<file path="config.mk">
export PLATFORM = sky130hd
export DESIGN_NAME = rwc_div
export DESIGN_NICKNAME = d
export VERILOG_FILES = /design/src/design/rwc_pkg.sv /design/src/design/rwc_div.sv
export SDC_FILE = /design/constraint.sdc
export NUM_CORES = 1
export LEC_CHECK = 0
export BUFFER_PORTS_ARGS = -buffer_cell sky130_fd_sc_hd__buf_2
export CAP_MARGIN = 40
export CORE_MARGIN = 5
export CORE_UTILIZATION = 39
export DETAILED_ROUTE_END_ITERATION = 10
export PLACE_DENSITY = 0.56
export SYNTH_ARGS = -nofsm -noshare
export SYNTH_HDL_FRONTEND = slang
export SYNTH_SLANG_ARGS = --single-unit
</file>
<file path="constraint.sdc">
create_clock -name clk -period 4.95 [get_ports clk]
set_clock_uncertainty 0.2 [all_clocks]
set_input_delay 0.99 -clock clk [delete_from_list [all_inputs] [get_ports clk]]
set_output_delay 0.99 -clock clk [all_outputs]
set_load 0.05 [all_outputs]
</file>
<file path="src/design/rwc_pkg.sv">
// Shared constants and types of the RGB window convolution filter.
// Used by the top level and by the channel divider; depends on nothing.
package rwc_pkg;

	localparam int MAX_WIDTH_DEF   = 2048;
	localparam int WINDOW_SIZE_DEF = 5;
	localparam int ROW_SLOTS       = 8;
	localparam int SLOT_W          = 3;
	localparam int MIN_SIZE        = 5;
	localparam int MAX_HEIGHT      = 4096;
	localparam int ROW_W           = 12;
	localparam int HEIGHT_W        = 13;
	localparam int SUM_W           = 21;
	localparam int TOT_W           = 13;
	localparam int PADDR_W         = 6;

	localparam logic [2:0] REG_TAPS_LOW  = 3'd0;
	localparam logic [2:0] REG_TAPS_MID  = 3'd1;
	localparam logic [2:0] REG_TAPS_HIGH = 3'd2;
	localparam logic [2:0] REG_LAST_TAP  = 3'd3;
	localparam logic [2:0] REG_FIVE      = 3'd4;
	localparam logic [2:0] REG_WIDTH     = 3'd5;
	localparam logic [2:0] REG_HEIGHT    = 3'd6;

	typedef struct packed {
		logic                    start;
		logic signed [SUM_W-1:0] sum;
		logic signed [TOT_W-1:0] tot;
	} div_req_t;

endpackage

</file>
<file path="src/design/rwc_div.sv">
// Bit-serial rounding divider with clamp for one color channel.
// Depends on rwc_pkg for the request struct and the sum widths.
module rwc_div (
	input  logic              clk,
	input  logic              arst_n,
	input  rwc_pkg::div_req_t req,
	output logic              done,
	output logic [7:0]        result
);

	localparam int NUM_W = 24;
	localparam int DEN_W = 14;
	localparam logic [3:0] LAST_STEP = 4'd8;
	localparam logic [3:0] FINISH    = 4'd9;

	logic                            busy_q;
	logic [3:0]                      cnt_q;
	logic                            zero_q;
	logic                            neg_q;
	logic                            sat_q;
	logic signed [rwc_pkg::SUM_W-1:0] sum_q;
	logic signed [NUM_W-1:0]         num_q;
	logic [DEN_W-1:0]                den_q;
	logic [NUM_W-1:0]                rem_q;
	logic [NUM_W-1:0]                dsh_q;
	logic [7:0]                      quo_q;
	logic                            done_q;
	logic [7:0]                      result_q;

	logic signed [rwc_pkg::SUM_W:0] sabs_c;
	logic signed [rwc_pkg::TOT_W:0] tabs_c;
	logic signed [NUM_W-1:0]        num_c;
	logic [DEN_W-1:0]               den_c;
	logic                           ge_c;

	function automatic logic [7:0] clamp8(input logic signed [rwc_pkg::SUM_W-1:0] v);
		if (v < 0) return 8'd0;
		if (v > 255) return 8'd255;
		return v[7:0];
	endfunction

	always_comb begin
		// A negative tap sum flips both signs so the divisor is positive.
		if (req.tot < 0) begin
			sabs_c = -((rwc_pkg::SUM_W+1)'(req.sum));
			tabs_c = -((rwc_pkg::TOT_W+1)'(req.tot));
		end else begin
			sabs_c = (rwc_pkg::SUM_W+1)'(req.sum);
			tabs_c = (rwc_pkg::TOT_W+1)'(req.tot);
		end
		num_c = (NUM_W'(sabs_c) <<< 1) + NUM_W'(tabs_c);
		den_c = DEN_W'(tabs_c) << 1;
		ge_c  = rem_q >= dsh_q;
	end

	always_ff @(posedge clk or negedge arst_n) begin
		if (!arst_n) begin
			busy_q <= 1'b0;
			cnt_q  <= '0;
			done_q <= 1'b0;
		end else begin
			done_q <= 1'b0;
			if (req.start) begin
				busy_q <= 1'b1;
				cnt_q  <= '0;
				zero_q <= (req.tot == '0);
				sum_q  <= req.sum;
				num_q  <= num_c;
				den_q  <= den_c;
			end else if (busy_q) begin
				cnt_q <= cnt_q + 4'd1;
				if (cnt_q == '0) begin
					neg_q <= num_q < 0;
					sat_q <= $unsigned(num_q) >= (NUM_W'(den_q) << 8);
					rem_q <= $unsigned(num_q);
					dsh_q <= NUM_W'(den_q) << 7;
					quo_q <= '0;
				end else if (cnt_q <= LAST_STEP) begin
					if (ge_c) begin
						rem_q <= rem_q - dsh_q;
					end
					quo_q <= {quo_q[6:0], ge_c};
					dsh_q <= dsh_q >> 1;
				end else if (cnt_q == FINISH) begin
					busy_q <= 1'b0;
					done_q <= 1'b1;
					if (zero_q) begin
						result_q <= clamp8(sum_q);
					end else if (neg_q) begin
						result_q <= 8'd0;
					end else if (sat_q) begin
						result_q <= 8'd255;
					end else begin
						result_q <= quo_q;
					end
				end
			end
		end
	end

	assign done   = done_q;
	assign result = result_q;

endmodule

</file>
==> flow_summary.json, run 1 <==
{
  "peakVddDrop_mv": 0.243,
  "area_growth_pct": 15.3,
  "worst_setup_path_end_kind": "register",
  "gp_congestion": 0.820,
  "synth_async_sr_flop_share": 0.0472,
  "cts-resized-gates": 0,
  "hold_violations": 0,
  "drive_above_1_share": 0.130,
  "yosysTopAreaCell": "edfxtp_1",
  "maxCapViolCount": 0,
  "drt_iter0_drc": 247,
  "grt_max_degree": 42,
  "vias_per_cell": 5.10,
  "synthTopCellsByArea": "edfxtp_1 (45%), ha_1 (9.3%), xnor2_1 (5.5%)",
  "syn_inst": 772,
  "fin_ws_ps": 762,
  "grt_pass1_vias": 5536,
  "cp_max_fo": 5,
  "dr_total_vias": 5685,
  "grt_pass1_wl_mm": 28.2,
  "synth_top_area_frac": 0.450,
  "h-tree-depth": 4,
  "dp_hpwl_mm": 13.3,
  "crit_path_start_kind": "primary input",
  "syn_area_per_cell_um2": 10.5,
  "final_common_cell": "edfxtp_1",
  "nNetsFinal": 931,
  "clk_pin_slew_ps": 60,
  "synth_ff_type": "edfxtp_1",
  "antenna_found_initial": 0,
  "yosysSeqAreaShare": 0.469,
  "crit_required_ps": 4920,
  "setup_viol": 0,
  "crit_arrival_ps": 4150,
  "synthDistinctLibCells": 74,
  "grt_usage": 0.150,
  "synth_edf_count": 121,
  "drt-wirelength-per-cell_um": 15.5,
  "drt-total-wl_mm": 17.2,
  "syn_area_mm2": 0.00807,
  "port_buffers": 45,
  "core_area_mm2": 0.0203,
  "cts.path.max_buffers": 2,
  "fillers": 1944,
  "stdcell_count": 1115,
  "power.density_mw_per_mm2": 377,
  "holdWs_ps": 198,
  "tightest_slew_ps": 679,
  "slew_headroom": 0.547,
  "place_inst": 1083,
  "grt_overflow_total": 0,
  "cts_setup_buffers": 0,
  "synth-seq-cells": 127,
  "io_pins": 46,
  "tritoncts": "built",
  "antenna_left": 0,
  "final_cell_mix": "edfxtp_1 (121), nor2_1 (67), inv_1 (62)",
  "yosysWarningCount": 0,
  "cts.sinks": 127,
  "dieArea_mm2": 0.0237,
  "initial_core_util": 0.398,
  "n_antenna_cell": 0,
  "min_period_ps": 4190,
  "max_freq_mhz": 239,
  "clkLatencyLatePin_ps": 420,
  "min_path_type": "in -> async",
  "finalSetupTns_ps": 0,
  "status": "finished clean",
  "crit_type": "in -> reg",
  "firstDrtPassIters": 5,
  "cts_buffers": 17,
  "rsz0062_at_grt": "false",
  "leakage_nw": 3.71,
  "die_h_um": 154,
  "hold_buffers": 0,
  "die_w_um": 154,
  "slew_violations": 0,
  "num_rows": 52,
  "clockRootBuffer": "clkbuf_16",
  "dp_slack_ps": 384,
  "drc": 0,
  "fin_crit_sh": 0.846
}
synthesized netlist by cell type (all sizes together) (7+ instances only):
cell,n
clkbuf,16
nor4,11
or3,7
nand3,9
and2,10
nor3,10
a21o,23
xnor2,53
nand2b,13
edfxtp,121
inv,62
a21oi,50
o22ai,8
o31ai,14
o21ai,49
ha,60
nor2b,19
xor2,29
nor2,68
a31oi,7
nand2,55
power breakdown:
part           switching [mW]  total [mW]  internal (mW)
combinational           0.464       0.793          0.329
clock                   0.493        1.34          0.850
sequential             0.0481        1.37           1.32
total                    1.00        3.51           2.50
metal layers:
metal / global-route usage / part of all wire
met5: 0 / 0
met1: 0.200 / 0.48
met3: 0.0385 / 0.043
met4: 0.0429 / 0.017
met2: 0.242 / 0.46
area by class of cell:
cell class	count	area (um2)	area share
Multi-Input combinational cell	572	4030	0.433
Clock buffer	17	425	0.0457
Clock inverter	15	210	0.0226
Tap cell	270	338	0.0363
Timing Repair Buffer	52	290	0.0312
Sequential cell	127	3780	0.407
Inverter	62	233	0.0250
cell families after synthesis:
| kind of cell | share of synthesized area |
|---|---|
| compound gates | 0.161 |
| other cells | 0.000465 |
| buf+inv | 0.0392 |
| simple gates | 0.139 |
| fa+ha+maj | 0.0980 |
| mux | 0.00264 |
| xor+xnor | 0.0909 |
| flops | 0.469 |
stage by stage:
stage / instance area [um2] / utilization / total power [mW]
3_5_place_dp: 8670 / 0.427 / 2.18
6_report: 9310 / 0.459 / 3.51
3_3_place_gp: 8650 / 0.426 / 2.17
2_1_floorplan: 8110 / - / 1.98
4_1_cts: 9310 / 0.459 / 3.53
5_1_grt: 9310 / 0.459 / 3.70
worst paths after layout:
path	slack, ps	startpoint	cells past startpoint	to
setup / recovery	760	req[22]	15	num_q[22]
hold / removal	200	arst_n	1	cnt_q[0]
setup reg to reg	970	dsh_q[0]	12	rem_q[0]
hold reg to reg	360	quo_q[6]	1	quo_q[7]
max in group asynchronous	4180	arst_n	1	cnt_q[1]
min in group clk	360	quo_q[6]	1	quo_q[7]
worst max-delay path: stages:
cell      delay (ps)
buf_2            110
or4_1            580
nor3_1           320
nand2_1          110
o41ai_1          310
xnor2_1          160
ha_1             230
nand3_1          120
o311ai_0         500
a21o_1           190
a21o_1           140
a21oi_1           80
o31ai_2           60
a21oi_1          100
xnor2_1          130
flip-flops by register name (all words and copies together), names as in the netlist:
name	flops
done	1
dsh_q	21
sum_q	21
result	8
rem_q	24
num_q	24
den_q	12
busy_q	1
neg_q	1
sat_q	1
quo_q	8
zero_q	1
cnt_q	4
Note: power is estimated with default switching activity, not from simulation.
==> inputs of run 2 (changes only) <==
ABC_AREA = 1   (was unset)
PLACE_DENSITY = 0.54   (was 0.56)
clock period = 4.3 ns   (was 4.95 ns; I/O delays follow)
==> flow_summary.json, run 2 <==
{
  "hold_violations": 0,
  "peakVddDrop_mv": 0.249,
  "grt_usage": 0.179,
  "fin_ws_ps": 563,
  "final_cell_mix": "nand2_1 (245), inv_1 (140), edfxtp_1 (121)",
  "antenna_found_initial": 0,
  "n_antenna_cell": 0,
  "cts.path.max_buffers": 2,
  "crit_required_ps": 4280,
  "cts-resized-gates": 0,
  "cp-startpoint": "req[13]",
  "slew_violations": 0,
  "power.density_mw_per_mm2": 394,
  "final_common_cell": "nand2_1",
  "yosysMostFrequentCell": "nand2_1",
  "cp_slowest_cell": "nor3_1",
  "syn_inst": 1046,
  "cp-endpoint": "num_q[23]",
  "clockRootBuffer": "clkbuf_16",
  "path_cells": "buf_2 > inv_1 > ha_1 > inv_1 > nor2_2 > nand4_1 > nor2_1 > nand2_1 > o21ai_0 > xor2_1 > ha_1 > nand2_1 > nor2_1 > inv_1 > nor3_1 > nand4_1 > nand4_1 > nand2_1",
  "crit_arrival_ps": 3710,
  "fillers": 2183,
  "worst_setup_path_end_kind": "register",
  "crit_path_start_kind": "primary input",
  "port_buffers": 45,
  "grt_pass1_vias": 6822,
  "dp_hpwl_mm": 17.0,
  "slew_headroom": 0.397,
  "dr_total_vias": 7034,
  "finalSetupTns_ps": 0,
  "ff2ff_path_depth": 11,
  "vias_per_cell": 5.01,
  "multi_input_area_mm2": 0.00425,
  "hold_buffers": 0,
  "synth-seq-cells": 127,
  "die_w_um": 159,
  "cts_setup_buffers": 0,
  "rsz0062_at_grt": "false",
  "max_freq_mhz": 268,
  "clkLatencyLatePin_ps": 420,
  "place_inst": 1372,
  "maxCapViolCount": 0,
  "yosysSeqAreaShare": 0.440,
  "syn_area_per_cell_um2": 8.22,
  "fin_crit_sh": 0.869,
  "drive_above_1_share": 0.124,
  "leakage_nw": 4.43,
  "synthTopCellsByArea": "edfxtp_1 (42%), nand2_1 (11%), ha_1 (8.7%)",
  "drt-wirelength-per-cell_um": 15.2,
  "tightest_slew_ps": 893,
  "cts.sinks": 127,
  "dp_slack_ps": 111,
  "grt_max_degree": 68,
  "h-tree-depth": 4,
  "synth_edf_count": 121,
  "cpPeakStageDelay_ps": 320,
  "yosysTopAreaCell": "edfxtp_1",
  "synthDistinctLibCells": 48,
  "synth_async_sr_flop_share": 0.0472,
  "area_growth_pct": 13.5,
  "crit_type": "in -> reg",
  "cp_max_fo": 7,
  "r2r-start": "dsh_q[0]",
  "status": "finished clean",
  "min_period_ps": 3740,
  "syn_area_mm2": 0.00860,
  "design_area_mm2": 0.00977,
  "drt_iter0_drc": 394,
  "r2r_end": "rem_q[12]",
  "fin_util": 0.449,
  "firstDrtPassIters": 5,
  "reg_top3": "num_q (24), rem_q (24)",
  "setup_viol": 0,
  "stdcell_count": 1404,
  "num_rows": 54,
  "drt-total-wl_mm": 21.4,
  "die_h_um": 159,
  "synth_common_cells": "nand2_1 (245), inv_1 (141), edfxtp_1 (121)",
  "core_area_mm2": 0.0218,
  "min_path_type": "in -> async",
  "drc": 0,
  "clk_pin_slew_ps": 60,
  "gp_congestion": 0.868,
  "io_pins": 46,
  "grt_overflow_total": 0,
  "placed_area_mm2": 0.00920,
  "yosysWarningCount": 0,
  "initial_core_util": 0.395,
  "synth_top_area_frac": 0.422,
  "synth_ff_type": "edfxtp_1",
  "rrSetupSlack_ps": 870,
  "antenna_left": 0,
  "cts_buffers": 17,
  "grt_pass1_wl_mm": 34.8,
  "nNetsFinal": 1210,
  "seq_area_mm2": 0.00378,
  "dieArea_mm2": 0.0251,
  "tritoncts": "built"
}
run 2: cell families after synthesis:
logic type | synth area share
AOI/OAI and AO/OA | 0.0978
xor gates and xnor gates | 0.0305
adders and majority gates | 0.0919
buffers and inverters | 0.0713
DFF | 0.440
other | 0.000436
and+or+nand+nor | 0.268
run 2: critical path, delay by kind of cell:
family / cells / cell delay [ps]
AOI/OAI and AO/OA: 1 / 200
xor gates and xnor gates: 1 / 220
adders and majority gates: 2 / 450
buffers and inverters: 4 / 370
and+or+nand+nor: 10 / 1590
run 2: cell type report:
class / count / area share
inverters: 144 / 0.0553
repair buffers: 52 / 0.0284
multi-input cells: 769 / 0.435
clock buffers: 20 / 0.0479
well taps: 280 / 0.0359
flip-flops and latches: 127 / 0.387
clock inverters: 12 / 0.0102
run 2: how the worst min path moves through the flow:
stage                        start       end  cells after the start
final                       arst_n      done                      1
after global routing        arst_n      done                      1
after CTS                   arst_n    busy_q                      1
after detailed placement  cnt_q[1]  cnt_q[1]                      2
after global placement    cnt_q[3]  cnt_q[3]                      1
after floorplan           cnt_q[3]  cnt_q[3]                      1
run 2: through the flow:
stage          hold WS [ps]  power [mW]
5_1_grt                68.6        4.08
2_1_floorplan           249        2.23
6_report               71.9        3.85
3_5_place_dp            296        2.48
3_3_place_gp            297        2.48
4_1_cts                56.6        3.88
run 2: report_power, final:
part           internal (mW)  switching [mW]  total (mW)
sequential              1.50          0.0490        1.55
clock                  0.800           0.583        1.38
combinational          0.316           0.599       0.915
total                   2.62            1.23        3.85
run 2: metal layers:
metal / wire length, um / share of wire / GRT usage
met4: 574 / 0.027 / 0.0678
met1: 10200 / 0.48 / 0.235
met2: 9920 / 0.46 / 0.296
met5: 0 / 0 / 0
met3: 652 / 0.031 / 0.0280
